`config.mk`:
```
export PLATFORM = sky130hd
export DESIGN_NAME = player_button_controller_top
export DESIGN_NICKNAME = d
export VERILOG_FILES = /design/src/rtl/pbc_pkg.sv /design/src/rtl/pbc_regs.sv /design/src/rtl/pbc_step.sv /design/src/rtl/player_button_controller_top.sv
export SDC_FILE = /design/constraint.sdc
export NUM_CORES = 1
export LEC_CHECK = 0
export ABC_AREA = 1
export BUFFER_PORTS_ARGS = -buffer_cell sky130_fd_sc_hd__buf_2
export CAP_MARGIN = 20
export CORE_MARGIN = 1
export CORE_UTILIZATION = 48
export CTS_CLUSTER_SIZE = 10
export DETAILED_ROUTE_END_ITERATION = 7
export GPL_ROUTABILITY_DRIVEN = 0
export PLACE_DENSITY = 0.7
export REMOVE_ABC_BUFFERS = 1
export SLEW_MARGIN = 20
export SYNTH_ARGS = -nofsm -noshare
export SYNTH_HDL_FRONTEND = slang
export SYNTH_SLANG_ARGS = --single-unit
```
`constraint.sdc`:
```
create_clock -name aclk -period 4.7 [get_ports aclk]
set_input_delay 0.235 -clock aclk [delete_from_list [all_inputs] [get_ports aclk]]
set_output_delay 0.235 -clock aclk [all_outputs]
set_load 0.01 [all_outputs]
```
`src/rtl/pbc_pkg.sv`:
```
// Package for the player button controller: register map, reset values,
// field widths and the shared config and state structs.
// No dependencies.
package pbc_pkg;

    // countdown width default
    localparam int COUNT_BITS_DEF = 24;

    // field widths
    localparam int SRATE_W   = 17;
    localparam int ATT_W     = 8;
    localparam int STEP_W    = 4;
    localparam int ELAPSED_W = 12;
    localparam int RELOAD_W  = SRATE_W - 1;
    localparam int S_DATA_W  = 16;
    localparam int M_DATA_W  = 16;
    localparam int ADDR_W    = 4;

    // register reset values
    localparam logic [SRATE_W-1:0] SAMPLE_RATE_RST = 17'd44100;
    localparam logic [ATT_W-1:0]   ATT_UPPER_RST   = 8'd96;
    localparam logic [ATT_W-1:0]   ATT_LOWER_RST   = 8'd3;
    localparam logic [STEP_W-1:0]  ATT_STEP_RST    = 4'd4;

    // state reset values
    localparam logic [ATT_W-1:0] ATT_VALUE_RST = 8'd64;
    localparam logic [3:0]       LEVELS_RST    = 4'hF;

    // track step codes
    typedef enum logic [1:0] {
        STEP_NONE = 2'd0,
        STEP_NEXT = 2'd1,
        STEP_PREV = 2'd2
    } track_step_t;

    // register index, word address bits [3:2]
    typedef enum logic [1:0] {
        REG_SAMPLE_RATE = 2'd0,
        REG_ATT_UPPER   = 2'd1,
        REG_ATT_LOWER   = 2'd2,
        REG_ATT_STEP    = 2'd3
    } reg_index_t;

    // configuration registers
    typedef struct packed {
        logic [SRATE_W-1:0] sample_rate;
        logic [ATT_W-1:0]   att_upper;
        logic [ATT_W-1:0]   att_lower;
        logic [STEP_W-1:0]  att_step;
    } pbc_cfg_t;

    // per-tick state besides the countdown
    typedef struct packed {
        logic [3:0]       prior_levels;
        logic             pause_flag;
        logic [ATT_W-1:0] attenuation;
        logic             hold_active;
        logic             short_click;
        logic             click_pending;
    } pbc_state_t;

endpackage

```
`src/rtl/pbc_regs.sv`:
```
// APB-style configuration register file for the player button controller.
// Depends on pbc_pkg.
module pbc_regs (
    input  logic                      aclk,
    input  logic                      aresetn,
    input  logic                      psel,
    input  logic                      penable,
    input  logic                      pwrite,
    input  logic [pbc_pkg::ADDR_W-1:0] paddr,
    input  logic [31:0]               pwdata,
    output logic [31:0]               prdata,
    output logic                      pready,
    output pbc_pkg::pbc_cfg_t         cfg
);
    import pbc_pkg::*;

    pbc_cfg_t   cfg_reg;
    reg_index_t idx;
    logic       wr_en;

    assign pready = 1'b1;
    assign idx    = reg_index_t'(paddr[3:2]);
    assign wr_en  = psel && penable && pwrite && pready;
    assign cfg    = cfg_reg;

    // register writes
    always_ff @(posedge aclk) begin
        if (!aresetn) begin
            cfg_reg.sample_rate <= SAMPLE_RATE_RST;
            cfg_reg.att_upper   <= ATT_UPPER_RST;
            cfg_reg.att_lower   <= ATT_LOWER_RST;
            cfg_reg.att_step    <= ATT_STEP_RST;
        end else if (wr_en) begin
            case (idx)
                REG_SAMPLE_RATE: cfg_reg.sample_rate <= pwdata[SRATE_W-1:0];
                REG_ATT_UPPER:   cfg_reg.att_upper   <= pwdata[ATT_W-1:0];
                REG_ATT_LOWER:   cfg_reg.att_lower   <= pwdata[ATT_W-1:0];
                REG_ATT_STEP:    cfg_reg.att_step    <= pwdata[STEP_W-1:0];
                default: ;
            endcase
        end
    end

    // read mux
    always_comb begin
        prdata = '0;
        case (idx)
            REG_SAMPLE_RATE: prdata = {{(32-SRATE_W){1'b0}}, cfg_reg.sample_rate};
            REG_ATT_UPPER:   prdata = {{(32-ATT_W){1'b0}}, cfg_reg.att_upper};
            REG_ATT_LOWER:   prdata = {{(32-ATT_W){1'b0}}, cfg_reg.att_lower};
            REG_ATT_STEP:    prdata = {{(32-STEP_W){1'b0}}, cfg_reg.att_step};
            default:         prdata = '0;
        endcase
    end

endmodule

```
`src/rtl/pbc_step.sv`:
```
// Per-tick update logic: edge detection, pause toggling, volume hold repeat
// and short-click handling. Purely combinational. Depends on pbc_pkg.
module pbc_step #(
    parameter int COUNT_BITS = pbc_pkg::COUNT_BITS_DEF
) (
    input  pbc_pkg::pbc_cfg_t                  cfg,
    input  pbc_pkg::pbc_state_t                st,
    input  logic [COUNT_BITS-1:0]              count,
    input  logic [3:0]                         levels,
    input  logic [pbc_pkg::ELAPSED_W-1:0]      elapsed,
    output pbc_pkg::pbc_state_t                st_next,
    output logic [COUNT_BITS-1:0]              count_next,
    output pbc_pkg::track_step_t               track_step,
    output logic                               cancel_play
);
    import pbc_pkg::*;

    logic [3:0]            press;
    logic [COUNT_BITS-1:0] reload;
    logic [COUNT_BITS-1:0] elapsed_ext;
    logic                  vol_release;
    logic                  pause_f;
    logic [ATT_W-1:0]      att;
    logic [ATT_W:0]        att_sum;
    logic [ATT_W-1:0]      step_ext;
    logic [COUNT_BITS-1:0] cnt;
    logic                  ha;
    logic                  scp;
    logic                  cp;

    // level order: next, pause, prev, volume
    assign press       = ~levels & st.prior_levels;
    assign vol_release = levels[3] & ~st.prior_levels[3];
    assign reload      = {{(COUNT_BITS-RELOAD_W){1'b0}}, cfg.sample_rate[SRATE_W-1:1]};
    assign elapsed_ext = {{(COUNT_BITS-ELAPSED_W){1'b0}}, elapsed};
    assign step_ext    = {{(ATT_W-STEP_W){1'b0}}, cfg.att_step};

    always_comb begin
        // track buttons and pause, previous applied last
        track_step  = STEP_NONE;
        cancel_play = 1'b0;
        pause_f     = st.pause_flag;
        if (press[0]) begin
            track_step  = STEP_NEXT;
            cancel_play = 1'b1;
            pause_f     = 1'b0;
        end
        if (press[1]) begin
            pause_f = ~pause_f;
        end
        if (press[2]) begin
            track_step  = STEP_PREV;
            cancel_play = 1'b1;
            pause_f     = 1'b0;
        end

        // volume press and release
        cnt = count;
        ha  = st.hold_active;
        scp = st.short_click;
        cp  = st.click_pending;
        att = st.attenuation;
        att_sum = '0;
        if (press[3]) begin
            cnt = reload;
            ha  = 1'b1;
            scp = 1'b1;
            cp  = 1'b1;
        end else if (vol_release) begin
            cnt = '0;
            ha  = 1'b0;
        end

        // hold countdown and repeat raise
        if (ha) begin
            if (cnt != '0) begin
                cnt = (cnt > elapsed_ext) ? (cnt - elapsed_ext) : '0;
            end else begin
                scp = 1'b0;
                cnt = reload;
                if (att < cfg.att_upper) begin
                    att_sum = {1'b0, att} + {1'b0, step_ext};
                    att     = att_sum[ATT_W] ? {ATT_W{1'b1}} : att_sum[ATT_W-1:0];
                end
            end
        end

        // short click lowers once
        if (!ha && scp && cp) begin
            cp = 1'b0;
            if (att > cfg.att_lower) begin
                att = (att > step_ext) ? (att - step_ext) : '0;
            end
        end

        st_next.prior_levels  = levels;
        st_next.pause_flag    = pause_f;
        st_next.attenuation   = att;
        st_next.hold_active   = ha;
        st_next.short_click   = scp;
        st_next.click_pending = cp;
        count_next            = cnt;
    end

endmodule

```
`src/rtl/player_button_controller_top.sv`:
```
// Top level of the player button controller: input word register, state and
// result register around the step logic, plus the APB register file.
// Depends on pbc_pkg, pbc_regs and pbc_step.

// One tick word is taken per clock cycle while s_tready is high. The word is
// first captured in an input register. The step logic then updates the button
// state and loads the result register when that register is free or draining.
// A waiting result does not stop intake as long as the input register can
// move on, so the block holds at most two words. Throughput is one word per
// cycle while m_tready is high. The hold countdown is COUNT_BITS wide.
// Configuration registers are written through the APB port; the user must
// write them only while no word is in flight, the block itself does not enforce this.
module player_button_controller_top #(
    parameter int COUNT_BITS = pbc_pkg::COUNT_BITS_DEF
) (
    input  logic                         aclk,
    input  logic                         aresetn,
    // s_tdata: next_level[0], pause_level[1], prev_level[2], volume_level[3],
    //          elapsed_samples[15:4]
    input  logic                         s_tvalid,
    output logic                         s_tready,
    input  logic [pbc_pkg::S_DATA_W-1:0] s_tdata,
    // m_tdata: track_step[1:0], cancel_play[2], paused[3], attenuation[11:4],
    //          zero[15:12]
    output logic                         m_tvalid,
    input  logic                         m_tready,
    output logic [pbc_pkg::M_DATA_W-1:0] m_tdata,
    input  logic                         psel,
    input  logic                         penable,
    input  logic                         pwrite,
    input  logic [pbc_pkg::ADDR_W-1:0]   paddr,
    input  logic [31:0]                  pwdata,
    output logic [31:0]                  prdata,
    output logic                         pready
);
    import pbc_pkg::*;

    pbc_cfg_t              cfg;
    logic                  in_valid_reg;
    logic [S_DATA_W-1:0]   in_data_reg;
    logic                  out_valid_reg;
    logic [M_DATA_W-1:0]   out_data_reg;
    pbc_state_t            st_reg;
    pbc_state_t            st_next;
    logic [COUNT_BITS-1:0] count_reg;
    logic [COUNT_BITS-1:0] count_next;
    track_step_t           track_step;
    logic                  cancel_play;
    logic                  fire;

    pbc_regs u_regs (
        .aclk    (aclk),
        .aresetn (aresetn),
        .psel    (psel),
        .penable (penable),
        .pwrite  (pwrite),
        .paddr   (paddr),
        .pwdata  (pwdata),
        .prdata  (prdata),
        .pready  (pready),
        .cfg     (cfg)
    );

    pbc_step #(
        .COUNT_BITS (COUNT_BITS)
    ) u_step (
        .cfg         (cfg),
        .st          (st_reg),
        .count       (count_reg),
        .levels      (in_data_reg[3:0]),
        .elapsed     (in_data_reg[4 +: ELAPSED_W]),
        .st_next     (st_next),
        .count_next  (count_next),
        .track_step  (track_step),
        .cancel_play (cancel_play)
    );

    // handshake: step fires when the result register is free or draining
    assign fire     = in_valid_reg && (!out_valid_reg || m_tready);
    assign s_tready = !in_valid_reg || fire;
    assign m_tvalid = out_valid_reg;
    assign m_tdata  = out_data_reg;

    // input word register
    always_ff @(posedge aclk) begin
        if (!aresetn) begin
            in_valid_reg <= 1'b0;
        end else if (s_tready) begin
            in_valid_reg <= s_tvalid;
        end
    end

    always_ff @(posedge aclk) begin
        if (s_tready && s_tvalid) begin
            in_data_reg <= s_tdata;
        end
    end

    // button state and countdown
    always_ff @(posedge aclk) begin
        if (!aresetn) begin
            st_reg.prior_levels  <= LEVELS_RST;
            st_reg.pause_flag    <= 1'b0;
            st_reg.attenuation   <= ATT_VALUE_RST;
            st_reg.hold_active   <= 1'b0;
            st_reg.short_click   <= 1'b0;
            st_reg.click_pending <= 1'b0;
            count_reg            <= '0;
        end else if (fire) begin
            st_reg    <= st_next;
            count_reg <= count_next;
        end
    end

    // result register
    always_ff @(posedge aclk) begin
        if (!aresetn) begin
            out_valid_reg <= 1'b0;
        end else if (fire) begin
            out_valid_reg <= 1'b1;
        end else if (m_tready) begin
            out_valid_reg <= 1'b0;
        end
    end

    always_ff @(posedge aclk) begin
        if (fire) begin
            out_data_reg <= {4'b0000, st_next.attenuation, st_next.pause_flag,
                             cancel_play, track_step};
        end
    end

endmodule

```
# After elaboration in Yosys (flattened, before gate mapping)
# Index checks and enable logic that the tools add are counted.
classes:
  addsub: 3
  mul: 0
  div: 0
  order_cmp: 4
  n_eq_ne: 3
  shift: 0
  mux: 27
  bitwise: 5
  reduce_logical: 18
ops:
  columns: ["operator", "count"]
  rows:
  - ["case mux 32 bit (4 select lines)", 1]
  - ["two-way mux 24 bit", 5]
  - ["two-way mux 8 bit", 7]
  - ["greater-than comparator 24 x 12 -> 1 bit", 1]
  - ["nonzero test 24 bit", 1]
  - ["subtractor 24 x 12 -> 24 bit", 1]
  - ["two-way mux 1 bit", 14]
  - ["adder 8 x 4 -> 9 bit", 1]
  - ["greater-than comparator 8 x 4 -> 1 bit", 1]
  - ["greater-than comparator 8 bit", 1]
  - ["< comparator 8 bit", 1]
  - ["AND reduction 2 bit", 4]
  - ["subtractor 8 x 4 -> 8 bit", 1]
  - ["logical AND 1 bit", 6]
  - ["bitwise AND 4 bit", 1]
  - ["equality test 2 bit (second input constant)", 2]
  - ["inverter 4 bit", 1]
  - ["logical NOT 1 bit", 3]
  - ["equality test 2 x 1 -> 1 bit (second input constant)", 1]
  - ["logical NOT 2 bit", 1]
  - ["logical OR 1 bit", 2]
  - ["inverter 1 bit", 2]
  - ["nonzero test 2 bit", 1]
  - ["bitwise AND 1 bit", 1]
totals:
  ff_bits: 107
  latchBits: 0
  ram_bits: 0
  mem_bits_ro: 0
  input_bits: 59
  out_inout_bits: 51
  wordCells: 76
  n_memories: 0

# Depth between registers and ports, before layout
logic_depth:
  word_depth: 11
  depth_mapped: 33
  ltp_nobuf: 32

# Hierarchy
# Synthesis repeated with hierarchy kept, for this count alone.
hier_totals:
  cells_unflattened: 1132
  hier_area_um2: 7742.4
by_module_without_submodules:
  columns: ["mod", "instances", "cells_each", "area_each_um2", "seq_area_each_um2"]
  rows:
  - ["pbc_step", 1, 542, 2997.9, 0.0]
  - ["player_button_controller_top", 1, 298, 2773.9, 1681.6]
  - ["pbc_regs", 1, 292, 1970.6, 740.7]

# Least setup slack after synthesis
# OpenSTA, ideal clock, no wires.
synth_timing:
  path_type: "register -> register"
  from: "register in_data_reg[3]"
  to: "register out_data_reg[11] (netlist: m_tdata[11]) (data pin)"
  setup_ns: 0.252
  t_arrival_ns: 3.467
  t_required_ns: 4.448
  slack_ns: 0.981
  path_stages_with_launch: 32
  path_buffers: 2
  synth_period_minus_slack_ns: 3.719
  path_cell_list: "edfxtp_1 -> inv_2 -> nand2_2 -> buf_6 -> buf_6 -> nand3_2 -> nand2_1 -> nor2_1 -> nand2_1 -> nor2_1 -> nand3_2 -> nor2_4 -> inv_4 -> nor2_8 -> inv_1 -> nand2_1 -> o21ai_2 -> ha_1 -> inv_1 -> nor2_1 -> nor2_1 -> o21ai_0 -> nand3_1 -> o211ai_1 -> nand2_2 -> inv_1 -> nand2_1 -> or2_0 -> nor2_2 -> nand4_1 -> nand3_1 -> inv_1"
synth_rtl:
  columns: ["element", "line_no", "text"]
  rows:
  - ["start, declared", "player_button_controller_top.sv:40", "logic [S_DATA_W-1:0] in_data_reg;"]
  - ["start signal, assigned", "player_button_controller_top.sv:95", "in_data_reg <= s_tdata;"]
  - ["end signal, assigned", "player_button_controller_top.sv:128", "out_data_reg <= {4'b0000, st_next.attenuation, st_next.pause_flag,"]
  - ["end, declared", "player_button_controller_top.sv:42", "logic [M_DATA_W-1:0] out_data_reg;"]

==> flow_summary.yaml <==
clock_network:
  cts_root_buf: "clkbuf_16"
  cts_max_level: 3
  clkTransAtPathRegs_ps: 70
  numCtsBuffers: 9
  cts.sinks: 107
  clkLatencyLatePin_ps: 360
  tritoncts: "built"
  clockBufferDepth: 2
grt:
  track_usage_pct: 24.4
  first_global_vias: 5668
  overflow: 0
  grt_max_degree: 67
  antenna_found_initial: 0
  grt_pass1_wl_mm: 28.0
sta:
  finalCritPeriodShare_pct: 90.8
  fmax_mhz: 234
  period_needed_ps: 4270
  worst_slack_ps: 435
  clock_skew_ps: 7.51
  finalHoldViolations: 0
  rsz0062_at_grt: "no"
  worstMarginPinSlew_ps: 878
  timing.hold.ws_ps: 46.5
  finalMaxSlewViolations: 0
  finalSetupViolCount: 0
  setup_tns_ps: 0
  relSlewSlack_pct: 41.2
place:
  place_area_mm2: 0.00728
  dp.cells: 1207
  dp_hpwl_mm: 12.4
  io_buffers: 72
  dp_slack_ps: 366
pwr:
  switching_share_pct: 30.6
  cellLeakagePower_nw: 3.72
  clockPowerShare_pct: 35.7
  max-vdd-ir-drop_mv: 0.194
  power_frac_seq_pct: 43.3
  combPwrFrac_pct: 21.0
  p_switching_mw: 0.721
  power.total_mw: 2.36
  intPower_mw: 1.64
  power.density_mw_per_mm2: 308
synthesis:
  synth_cell_type_count: 47
  ys.flop_type: "dfxtp_1"
  ys_ff_latch: 107
  synth_xor_area_share_pct: 1.66
  seq_area_frac_synth_pct: 35.4
  async_flop_share_pct: 0
  synth-adder-area-share_pct: 7.28
  synth_top_family_by_area: "simple AND/OR/NAND/NOR gates"
  avgSynthCellArea_um2: 7.02
  synth_mux_area_share_pct: 0
  synth-simple-area-share_pct: 26.4
  synth_compound_area_share_pct: 17.4
  synth_area_mm2: 0.00684
  synthCells: 975
  ys_warn_count: 0
  synth_edf_count: 28
critical_path:
  path_buf_inv: 7
  crit_slowest_cell: "edfxtp_1"
  start_kind: "register"
  crit_type: "register to register"
  crit_family: "simple AND/OR/NAND/NOR gates"
  cp.arrival_ps: 4390
  worst-path-max-fanout: 19
  max_stage_delay_ps: 440
  cp_data_required_time_ps: 4830
  critPathCaptureType: "register"
drt:
  avgRoutedWirePerCell_um: 14.1
  drt_wl_total_mm: 17.3
  dr.pass1.iters: 7
  viasPerCell: 5.29
  dr.first_iter.drc_count: 437
  drc: 0
  drtAntennaViolNets: 0
  num_vias: 6469
layout:
  finalInstanceArea_mm2: 0.00765
  diodes: 0
  final_cells: 1224
  syn_to_final_growth_pct: 11.9
  n_fill_cell: 1385
  multiInputGateArea_mm2: 0.00370
  largest_reg_flops: 37
  layout-drive-gt1-share_pct: 12.7
  regArea_mm2: 0.00242
  final_nets: 1136
  post-route-util_pct: 55.1
job:
  max_cap_violations: 0
status:
  outcome: "complete, no violations"
floorplan:
  die_w_um: 121
  dieHeight_um: 121
  dieArea_mm2: 0.0147
  row_count: 43
  start_util_pct: 49.3
  core_area_mm2: 0.0139
  ioPinCount: 110
min_path:
  min-delay-path-class: "primary input to register"
## metal layers
layer / track usage [%] / routed length [um]
met1: 34.4 / 8520
met2: 38.3 / 7530
met3: 3.99 / 949
met4: 7.10 / 311
met5: 0 / 0
## final cells by class
class / instances / share of cell area [%]
multi-input cells: 703 / 48.4
flip-flops and latches: 107 / 31.6
inverters: 134 / 6.64
repair buffers: 84 / 6.15
clock buffers: 9 / 2.94
well taps: 180 / 2.94
clock inverters: 7 / 1.29
## synthesized netlist by cell type (8+ instances only)
cell | number | area (um2)
dfxtp_1 | 79 | 1580
a21oi_1 | 75 | 375
nand4_1 | 10 | 62.6
clkbuf_1 | 19 | 71.3
o211ai_1 | 24 | 180
nand2_1 | 224 | 841
a22oi_1 | 9 | 67.6
ha_1 | 35 | 438
nor2_1 | 95 | 357
buf_4 | 22 | 165
nand3_1 | 59 | 295
inv_1 | 128 | 480
edfxtp_1 | 28 | 841
xor2_1 | 8 | 70.1
nor2_2 | 9 | 56.3
o21ai_0 | 70 | 350
## cell usage in the layout, fill, tap and decap left out, types with 10 or more instances in the layout
master    Yosys  final
o21ai_0      70     68
edfxtp_1     28     28
dfxtp_1      79     79
inv_1       128    128
nand4_1      10     10
nor2_1       95     94
conb_1        2     20
nand3_1      59     59
o211ai_1     24     24
ha_1         35     35
nand2_1     224    223
buf_4        22     11
a21oi_1      75     75
buf_2         2     72
## final timing paths
path | to | start | cells past startpoint | slack [ps]
setup / recovery | m_tdata[11]$_DFFE_PP_ | in_data_reg[3]$_DFFE_PP_ | 30 | 430
hold / removal | in_data_reg[6]$_DFFE_PP_ | s_tdata[6] | 1 | 50
setup reg to reg | m_tdata[11]$_DFFE_PP_ | in_data_reg[3]$_DFFE_PP_ | 30 | 430
hold reg to reg | st_reg[2]$_SDFFE_PN0P_ | st_reg[2]$_SDFFE_PN0P_ | 2 | 480
## repair_timing
item	in CTS	in global routing
buffers inserted	0	0
gates resized for setup	0	9
hold buffers	0	0
endpoints found under the setup margin	0	4
## power by group through the flow
stage	Clock (mW)	Sequential [mW]	Combinational (mW)
4_1_cts	0.854	1.02	0.483
2_1_floorplan	0	1.04	0.343
5_1_grt	0.891	1.03	0.564
3_5_place_dp	0	1.04	0.480
3_3_place_gp	0	1.04	0.475
6_report	0.842	1.02	0.496
## kinds of logic (layout without fill, tap and decap cells)
group | count (synthesis) | in the layout
xor gates and xnor gates | 13 | 13
other | 2 | 20
DFF | 107 | 107
adders and majority gates | 38 | 38
and+or+nand+nor | 424 | 424
AOI/OAI and AO/OA | 208 | 208
buffers and inverters | 183 | 234
Note: power is estimated with default switching activity, not from simulation.
